### config.mk
export PLATFORM = sky130hd
export DESIGN_NAME = hsl_to_rgb_converter
export DESIGN_NICKNAME = d
export VERILOG_FILES = /design/src/rtl/hsl_pkg.sv /design/src/rtl/hsl_chan.sv /design/src/rtl/hsl_to_rgb_converter.sv
export SDC_FILE = /design/constraint.sdc
export NUM_CORES = 2
export LEC_CHECK = 0
export ABC_AREA = 1
export BUFFER_PORTS_ARGS = -buffer_cell sky130_fd_sc_hd__buf_2
export CORE_MARGIN = 4
export CORE_UTILIZATION = 45
export DETAILED_ROUTE_END_ITERATION = 12
export PLACE_DENSITY = 0.66
export SETUP_SLACK_MARGIN = 0.2
export SYNTH_ARGS = -nofsm -noshare
export SYNTH_HDL_FRONTEND = slang
export SYNTH_SLANG_ARGS = --single-unit
### constraint.sdc
create_clock -name clock -period 15.15 [get_ports clock]
set_clock_uncertainty 0.2 [all_clocks]
set_input_delay 3.03 -clock clock [delete_from_list [all_inputs] [get_ports clock]]
set_output_delay 3.03 -clock clock [all_outputs]
set_load 0.1 [all_outputs]
### src/rtl/hsl_pkg.sv
// hsl_pkg: shared types and defaults of the hsl to rgb converter
// used by hsl_chan, hsl_to_rgb_converter and the testbench; depends on nothing

package hsl_pkg;

   // fraction bits of every fixed point field (1.0 is 1 << FRAC_BITS)
   localparam int FRAC_BITS_DEFAULT = 16;

   // load enables of the pipeline stages that the channel units hold
   typedef struct packed {
      logic s2;
      logic s3;
      logic s4;
      logic s5;
   } stage_en_type;

endpackage

### src/rtl/hsl_chan.sv
// hsl_chan: one color channel, hue wrap, segment pick, ramp multiply and clamp
// stages 2 to 5 of the converter pipeline; depends on hsl_pkg

module hsl_chan #(
   parameter int FRAC_BITS = hsl_pkg::FRAC_BITS_DEFAULT,
   localparam int W  = FRAC_BITS + 1,
   localparam int TW = W + 2,
   localparam int DW = W + 2,
   localparam int PW = W + 3
) (
   input  logic                 clock,
   input  hsl_pkg::stage_en_type en,
   input  logic signed [TW-1:0] t_raw,
   input  logic [DW-1:0]        d_in,
   input  logic signed [PW-1:0] p_in,
   input  logic [W:0]           q_in,
   output logic [W-1:0]         value
);

   localparam int SW = W + 3;
   localparam int MW = DW + W;
   localparam int RW = MW + 1;
   localparam int CW = W + 6;
   localparam int ONE_I = 1 << FRAC_BITS;

   localparam logic signed [TW-1:0] ONE_T  = TW'(ONE_I);
   localparam logic [SW-1:0]        ONE_S  = SW'(ONE_I);
   localparam logic [SW-1:0]        THREE_S = SW'(3 * ONE_I);
   localparam logic [SW-1:0]        FOUR_S = SW'(4 * ONE_I);
   localparam logic [RW-1:0]        HALF_R = RW'(ONE_I / 2);
   localparam logic signed [CW-1:0] ONE_C  = CW'(ONE_I);
   localparam logic [W-1:0]         ONE_W  = W'(ONE_I);

   typedef enum logic [1:0] {
      SEG_RISE,
      SEG_FLAT,
      SEG_FALL,
      SEG_LOW
   } seg_type;

   logic [W-1:0]  tw_ff, tw_in;
   logic [W-1:0]  f_ff, f_in;
   seg_type       seg3_ff, seg3_in;
   logic [MW-1:0] m_ff, m_in;
   seg_type       seg4_ff;
   logic [W-1:0]  value_ff, value_in;

   // stage 2: wrap the point once into 0..1, exactly 1.0 stays
   always_comb begin
      logic signed [TW-1:0] t_adj;
      priority if (t_raw < 0) begin
         t_adj = t_raw + ONE_T;
      end else if (t_raw > ONE_T) begin
         t_adj = t_raw - ONE_T;
      end else begin
         t_adj = t_raw;
      end
      tw_in = t_adj[W-1:0];
   end

   // stage 3: segment and ramp factor from 6t
   always_comb begin
      logic [SW-1:0] six_t;
      logic [SW-1:0] fall_f;
      six_t  = ({3'b000, tw_ff} << 2) + ({3'b000, tw_ff} << 1);
      fall_f = FOUR_S - six_t;
      priority if (six_t < ONE_S) begin
         seg3_in = SEG_RISE;
         f_in    = six_t[W-1:0];
      end else if (six_t < THREE_S) begin
         seg3_in = SEG_FLAT;
         f_in    = '0;
      end else if (six_t < FOUR_S) begin
         seg3_in = SEG_FALL;
         f_in    = fall_f[W-1:0];
      end else begin
         seg3_in = SEG_LOW;
         f_in    = '0;
      end
   end

   // stage 4: (q - p) times the ramp factor
   assign m_in = MW'(d_in) * MW'(f_ff);

   // stage 5: round, add p, select by segment and clamp to 0..1
   always_comb begin
      logic [RW-1:0]        rnd;
      logic signed [CW-1:0] p_ext;
      logic signed [CW-1:0] m_ext;
      logic signed [CW-1:0] pre;
      rnd   = RW'(m_ff) + HALF_R;
      p_ext = CW'(p_in);
      m_ext = $signed(CW'(rnd[RW-1:FRAC_BITS]));
      unique case (seg4_ff)
         SEG_RISE, SEG_FALL: pre = p_ext + m_ext;
         SEG_FLAT:           pre = $signed(CW'(q_in));
         SEG_LOW:            pre = p_ext;
         default:            pre = p_ext;
      endcase
      priority if (pre < 0) begin
         value_in = '0;
      end else if (pre > ONE_C) begin
         value_in = ONE_W;
      end else begin
         value_in = pre[W-1:0];
      end
   end

   always_ff @(posedge clock) begin
      if (en.s2) begin
         tw_ff <= tw_in;
      end
      if (en.s3) begin
         f_ff    <= f_in;
         seg3_ff <= seg3_in;
      end
      if (en.s4) begin
         m_ff    <= m_in;
         seg4_ff <= seg3_ff;
      end
      if (en.s5) begin
         value_ff <= value_in;
      end
   end

   assign value = value_ff;

endmodule

### src/rtl/hsl_to_rgb_converter.sv
// hsl_to_rgb_converter: top level, input saturation, q and p, handshake pipeline
// depends on hsl_pkg and hsl_chan
//
// converts one pixel a word from hue, saturation, luminance to red, green, blue,
// all unsigned fixed point with FRAC_BITS fraction bits (1 << FRAC_BITS is 1.0)
// req_ channel: hsl word in, req_tdata holds hue, saturation, luminance
// rsp_ channel: rgb word out, rsp_tdata holds red, green, blue
// five register stages: saturate inputs; l times (1+s) or s and the hue wrap;
// q, p and the segment of each channel; the three ramp multiplies; round,
// select and clamp into the output register
// throughput: one word per clock while rsp_tready stays high; every stage then takes a new word each clock
// zero saturation needs no special path: q and p both equal luminance
// each stage moves on when it is empty or the stage after it moves, so a
// stalled receiver fills the bubbles first and then holds req_tready low;
// nothing is dropped or repeated
// reset (synchronous) empties the pipeline; payload registers keep old data

module hsl_to_rgb_converter #(
   parameter int FRAC_BITS = hsl_pkg::FRAC_BITS_DEFAULT,
   localparam int W = FRAC_BITS + 1,
   localparam int DATA_W = ((3 * W + 7) / 8) * 8
) (
   input  logic              clock,
   input  logic              reset,
   input  logic              req_tvalid,
   output logic              req_tready,
   input  logic [DATA_W-1:0] req_tdata,  // hue, saturation, luminance, zero fill
   output logic              rsp_tvalid,
   input  logic              rsp_tready,
   output logic [DATA_W-1:0] rsp_tdata   // red, green, blue, zero fill
);

   localparam int TW = W + 2;
   localparam int DW = W + 2;
   localparam int PW = W + 3;
   localparam int BW = W + 1;
   localparam int XW = 2 * W + 1;
   localparam int RW = XW + 1;
   localparam int QW = RW - FRAC_BITS;
   localparam int DS = W + 4;
   localparam int ONE_I = 1 << FRAC_BITS;

   localparam logic [W-1:0]         ONE_W   = W'(ONE_I);
   localparam logic [W-1:0]         HALF_W  = W'(ONE_I / 2);
   localparam logic [BW-1:0]        ONE_B   = BW'(ONE_I);
   localparam logic [RW-1:0]        HALF_R  = RW'(ONE_I / 2);
   localparam logic signed [TW-1:0] THIRD_T = TW'((ONE_I + 1) / 3);

   // handshake of the five stages
   logic v1_ff, v2_ff, v3_ff, v4_ff, v5_ff;
   logic en1, en2, en3, en4, en5;
   hsl_pkg::stage_en_type chan_en;

   // stage 1
   logic [W-1:0] h1_ff, s1_ff, l1_ff;
   logic [W-1:0] h1_in, s1_in, l1_in;
   // stage 2
   logic [XW-1:0] prod2_ff, prod2_in;
   logic          low2_ff, low2_in;
   logic [W-1:0]  l2_ff, s2_ff;
   // stage 3
   logic [W:0]           q3_ff, q3_in;
   logic signed [PW-1:0] p3_ff, p3_in;
   logic [DW-1:0]        d3_ff, d3_in;
   // stage 4
   logic [W:0]           q4_ff;
   logic signed [PW-1:0] p4_ff;

   logic signed [TW-1:0] t_red, t_green, t_blue;
   logic [W-1:0]         red, green, blue;

   assign en5 = !v5_ff || rsp_tready;
   assign en4 = !v4_ff || en5;
   assign en3 = !v3_ff || en4;
   assign en2 = !v2_ff || en3;
   assign en1 = !v1_ff || en2;
   assign req_tready = en1;

   assign chan_en.s2 = en2;
   assign chan_en.s3 = en3;
   assign chan_en.s4 = en4;
   assign chan_en.s5 = en5;

   always_ff @(posedge clock) begin
      if (reset) begin
         v1_ff <= 1'b0;
         v2_ff <= 1'b0;
         v3_ff <= 1'b0;
         v4_ff <= 1'b0;
         v5_ff <= 1'b0;
      end else begin
         if (en1) v1_ff <= req_tvalid;
         if (en2) v2_ff <= v1_ff;
         if (en3) v3_ff <= v2_ff;
         if (en4) v4_ff <= v3_ff;
         if (en5) v5_ff <= v4_ff;
      end
   end

   // stage 1: unpack and saturate inputs above one
   always_comb begin
      logic [W-1:0] h_raw, s_raw, l_raw;
      h_raw = req_tdata[W-1:0];
      s_raw = req_tdata[2*W-1:W];
      l_raw = req_tdata[3*W-1:2*W];
      h1_in = (h_raw > ONE_W) ? ONE_W : h_raw;
      s1_in = (s_raw > ONE_W) ? ONE_W : s_raw;
      l1_in = (l_raw > ONE_W) ? ONE_W : l_raw;
   end

   // stage 2: l*(1+s) below half luminance, l*s at or above
   always_comb begin
      logic [BW-1:0] mul_b;
      low2_in  = (l1_ff < HALF_W);
      mul_b    = low2_in ? (ONE_B + BW'(s1_ff)) : BW'(s1_ff);
      prod2_in = XW'(l1_ff) * XW'(mul_b);
   end

   // channel points taken from the registered hue
   always_comb begin
      logic signed [TW-1:0] h_ext;
      h_ext   = $signed(TW'(h1_ff));
      t_red   = h_ext + THIRD_T;
      t_green = h_ext;
      t_blue  = h_ext - THIRD_T;
   end

   // stage 3: round the product, form q, p and the clipped q - p
   always_comb begin
      logic [RW-1:0]        rnd;
      logic [QW-1:0]        prod_r;
      logic [QW-1:0]        q_full;
      logic signed [DS-1:0] d_s;
      rnd    = RW'(prod2_ff) + HALF_R;
      prod_r = rnd[RW-1:FRAC_BITS];
      q_full = low2_ff ? prod_r : (QW'(l2_ff) + QW'(s2_ff) - prod_r);
      q3_in  = q_full[W:0];
      p3_in  = $signed(PW'({l2_ff, 1'b0})) - $signed(PW'(q3_in));
      d_s    = $signed(DS'(q3_in)) - DS'(p3_in);
      d3_in  = (d_s < 0) ? '0 : d_s[DW-1:0];
   end

   always_ff @(posedge clock) begin
      if (en1) begin
         h1_ff <= h1_in;
         s1_ff <= s1_in;
         l1_ff <= l1_in;
      end
      if (en2) begin
         prod2_ff <= prod2_in;
         low2_ff  <= low2_in;
         l2_ff    <= l1_ff;
         s2_ff    <= s1_ff;
      end
      if (en3) begin
         q3_ff <= q3_in;
         p3_ff <= p3_in;
         d3_ff <= d3_in;
      end
      if (en4) begin
         q4_ff <= q3_ff;
         p4_ff <= p3_ff;
      end
   end

   hsl_chan #(.FRAC_BITS(FRAC_BITS)) u_red (
      .clock (clock),
      .en    (chan_en),
      .t_raw (t_red),
      .d_in  (d3_ff),
      .p_in  (p4_ff),
      .q_in  (q4_ff),
      .value (red)
   );

   hsl_chan #(.FRAC_BITS(FRAC_BITS)) u_green (
      .clock (clock),
      .en    (chan_en),
      .t_raw (t_green),
      .d_in  (d3_ff),
      .p_in  (p4_ff),
      .q_in  (q4_ff),
      .value (green)
   );

   hsl_chan #(.FRAC_BITS(FRAC_BITS)) u_blue (
      .clock (clock),
      .en    (chan_en),
      .t_raw (t_blue),
      .d_in  (d3_ff),
      .p_in  (p4_ff),
      .q_in  (q4_ff),
      .value (blue)
   );

   assign rsp_tvalid = v5_ff;
   assign rsp_tdata  = DATA_W'({blue, green, red});

   // an accepted word always lands in the first stage
   a_accept_enters: assert property (@(posedge clock) disable iff (reset)
      (req_tvalid && req_tready) |=> v1_ff)
      else $error("accepted word did not enter stage 1");

   // a held stage keeps its q and p while the stage after it is stalled
   a_stage4_holds: assert property (@(posedge clock) disable iff (reset)
      (v4_ff && !en4) |=> (v4_ff && $stable(p4_ff) && $stable(q4_ff)))
      else $error("stage 4 changed while stalled");

   // every channel shown is clamped to one
   a_clamped: assert property (@(posedge clock) disable iff (reset)
      rsp_tvalid |-> (red <= ONE_W && green <= ONE_W && blue <= ONE_W))
      else $error("channel above one");

endmodule

==> metrics.txt <==
Period minus WS final 8.86 ns; dpl ws 6.21 ns; GRT Util Overall 22.3%; # nets final 9608; number of global-route vias before repair 52500; Seq/Total Area, Yosys 19.2%; H-tree levels 2; layout cells sized above 1 4.95%; number of flops mapped to enable cells by yosys 419; Post-Syn Area 0.0662 mm2; Initial DRT Pass Iterations 8; commonest non-fill, non-tap cells in the layout inv_1 (2052), nand2_1 (1870), fa_1 (944), ha_1 (618), edfxtp_1 (419); met1 Track Usage GR 28.1%; initial antenna violation count 1; Final GP Congestion 0.934; RR Startpoint d3_ff[7]; DR iter-0 viols 3206; Avg Inst Size Synth 8.22 um2; Die Area 0.153 mm2; most common flop cell mapped by yosys edfxtp_1; Post-CTS Setup Repair Bufs 0; Initial Util 45.3%; worst slew margin relative to its limit 24.7%; CP bufs+invs 5; Sink Count 424; R2R Setup Slk 7.16 ns; Setup TNS 0 ns; Avg Vias per Cell 5.13; crit-path cells buf_2 -> nor2_1 -> inv_2 -> nor2_1 -> inv_4 -> nor2_1 -> inv_4 -> nor2_1 -> nand2_2 -> buf_2; Row Count 140; Hold Crit Start q3_ff[0]; met2 usage 38.9%; DRC viols 0; CTS Buffer Depth 3; DP HPWL 131000 um; Antenna diodes 0; Worst Hold Class flop to flop; CP endpoint kind output port; worst stage delay on the critical path 0.75 ns; DIE WIDTH 391 um; Tcrit/Tclk final 58.5%; Core Area 0.146 mm2; worst hold stages 0; Finish-stage setup viols 0; run status finished clean; post-route ant nets 0; CP max FO 53; port buffer count 107; Worst EP arrival 5.63 ns; met3 usage 2.37%; cell family with most CP delay buffers and inverters; Hold Path End q4_ff[0]; GRT busiest layer met2; fmax 0.113 GHz; largest net degree at the start of global routing 82; Worst Setup Slack, final 6.29 ns; Slowest cell on crit path inv_2; DIE HEIGHT 391 um; Layout fillers 13900; #FFs+latches synth 424; WL final 168000 um; Root Buffer clkbuf_16; routed via count 51000; RSZ-0062 raised after global routing no; Area Overhead vs Synth 6.08%; Max-cap violations 0; final max-slew violation count 0; CTS Buf Count 49; most frequent CP cell nor2_1; Startpoint Class input pin; ys async rst share 0%; Gate Count Post-Synth 8049; cts hold-fix bufs 0; Clock Pin Slew Worst Setup and Hold Paths 0.06 ns; Post-CTS Resized 0; CTS tree yes; Clock Latency Late Sink 0.67 ns; CP Class input pin to output port; gr ovfl total 0; Ys Warns 0; wire length per cell 16.9 um; synth unique cells 69; global-route wire length before repair 273000 um; Hold Vio Cnt, Final 0; Worst-Margin Slew 1.13 ns; IO Count 118; CP required 11.92 ns; RR Endpoint u_red.m_ff[32]; most common cell after layout, fill and taps aside inv_1; worst r2r path cells 25
==> through the flow <==
stage | area [um2] | util (%) | cells | hold WS, ns
floorplan | 66300 | - | 8079 | 0.200
global placement | 68400 | 46.9 | 9852 | 0.202
detailed placement | 68400 | 46.9 | 9852 | 0.205
CTS | 70200 | 48.1 | 9943 | 0.216
global route | 70200 | 48.1 | 9943 | 0.220
finish | 70200 | 48.1 | 9943 | 0.209
==> metal layers <==
metal / up-vias / wire (um)
met3: 336 / 8890
met2: 1361 / 82900
met5: - / 0
met1: 25100 / 68900
met4: 0 / 7730
li1: 24200 / -
==> how the worst max path moves through the flow <==
stage	start	end	slack, ns	depth (start not counted)
final	rsp_tready	req_tready	6.29	10
after global routing	rsp_tready	req_tready	6.00	10
after CTS	rsp_tready	req_tready	6.21	10
after detailed placement	rsp_tready	req_tready	6.21	10
after global placement	rsp_tready	req_tready	6.24	10
after floorplan	rsp_tready	req_tready	1.29	8
==> layout make-up <==
cell class | instances | area (um2) | area share, %
multi-input cells | 5278 | 44600 | 63.6
flip-flops and latches | 424 | 12700 | 18.1
inverters | 2077 | 7800 | 11.1
well taps | 1917 | 2400 | 3.42
clock buffers | 54 | 1260 | 1.80
repair buffers | 156 | 903 | 1.29
clock inverters | 37 | 508 | 0.724
==> kinds of logic (layout without fill, tap and decap cells) <==
| family | after synthesis | after routing | share of synthesized area [%] |
|---|---|---|---|
| other | 2 | 32 | 0.0114 |
| DFF | 424 | 424 | 19.2 |
| xor gates and xnor gates | 287 | 287 | 3.80 |
| AOI/OAI and AO/OA | 716 | 716 | 6.33 |
| buffers and inverters | 2377 | 2324 | 13.6 |
| and+or+nand+nor | 2681 | 2681 | 16.9 |
| adders and majority gates | 1562 | 1562 | 40.3 |
==> flip-flops by register name, indices dropped and copies added, names as in the netlist, 17 cells and up <==
register and count:
prod2_ff 19, h1_ff 17, u_green.m_ff 21, l1_ff 17, s1_ff 17, u_blue.m_ff 21
u_red.m_ff 21, p4_ff 18, d3_ff 18, u_green.value 17, u_green.tw_ff 17, q3_ff 18
q4_ff 18, u_red.tw_ff 17, l2_ff 17, p3_ff 18, u_red.value 17, u_blue.value 17
s2_ff 17
==> synth_stat cells, drive strengths merged (20+ instances only) <==
master  count  share of area (%)
a21boi     21               0.24
a21oi     314                2.4
a31oi      20               0.19
buf        60               0.41
clkbuf    240                1.4
edfxtp    419                 19
fa        944                 29
ha        618                 12
inv      2071                 12
nand2    1918                 11
nand3     249                2.0
nand4      65               0.61
nor2      333                2.0
nor3       48               0.38
nor4       28               0.27
o21ai     194                1.5
o221ai     43               0.57
o22ai      26               0.25
or2        21               0.20
xnor2      97                1.3
xor2      190                2.5
==> worst reg2reg max path, delay by kind of cell, from the launching register on <==
family                     cells  cell delay, ns
xor gates and xnor gates       1            0.18
buffers and inverters          6            0.92
DFF                            1            0.81
AOI/OAI and AO/OA              6            1.59
and+or+nand+nor                5            0.63
adders and majority gates      7            3.40
Power is left out: the tool's default activity adds up to more than one toggle a clock period on the data nets, which glitch-free logic cannot reach.
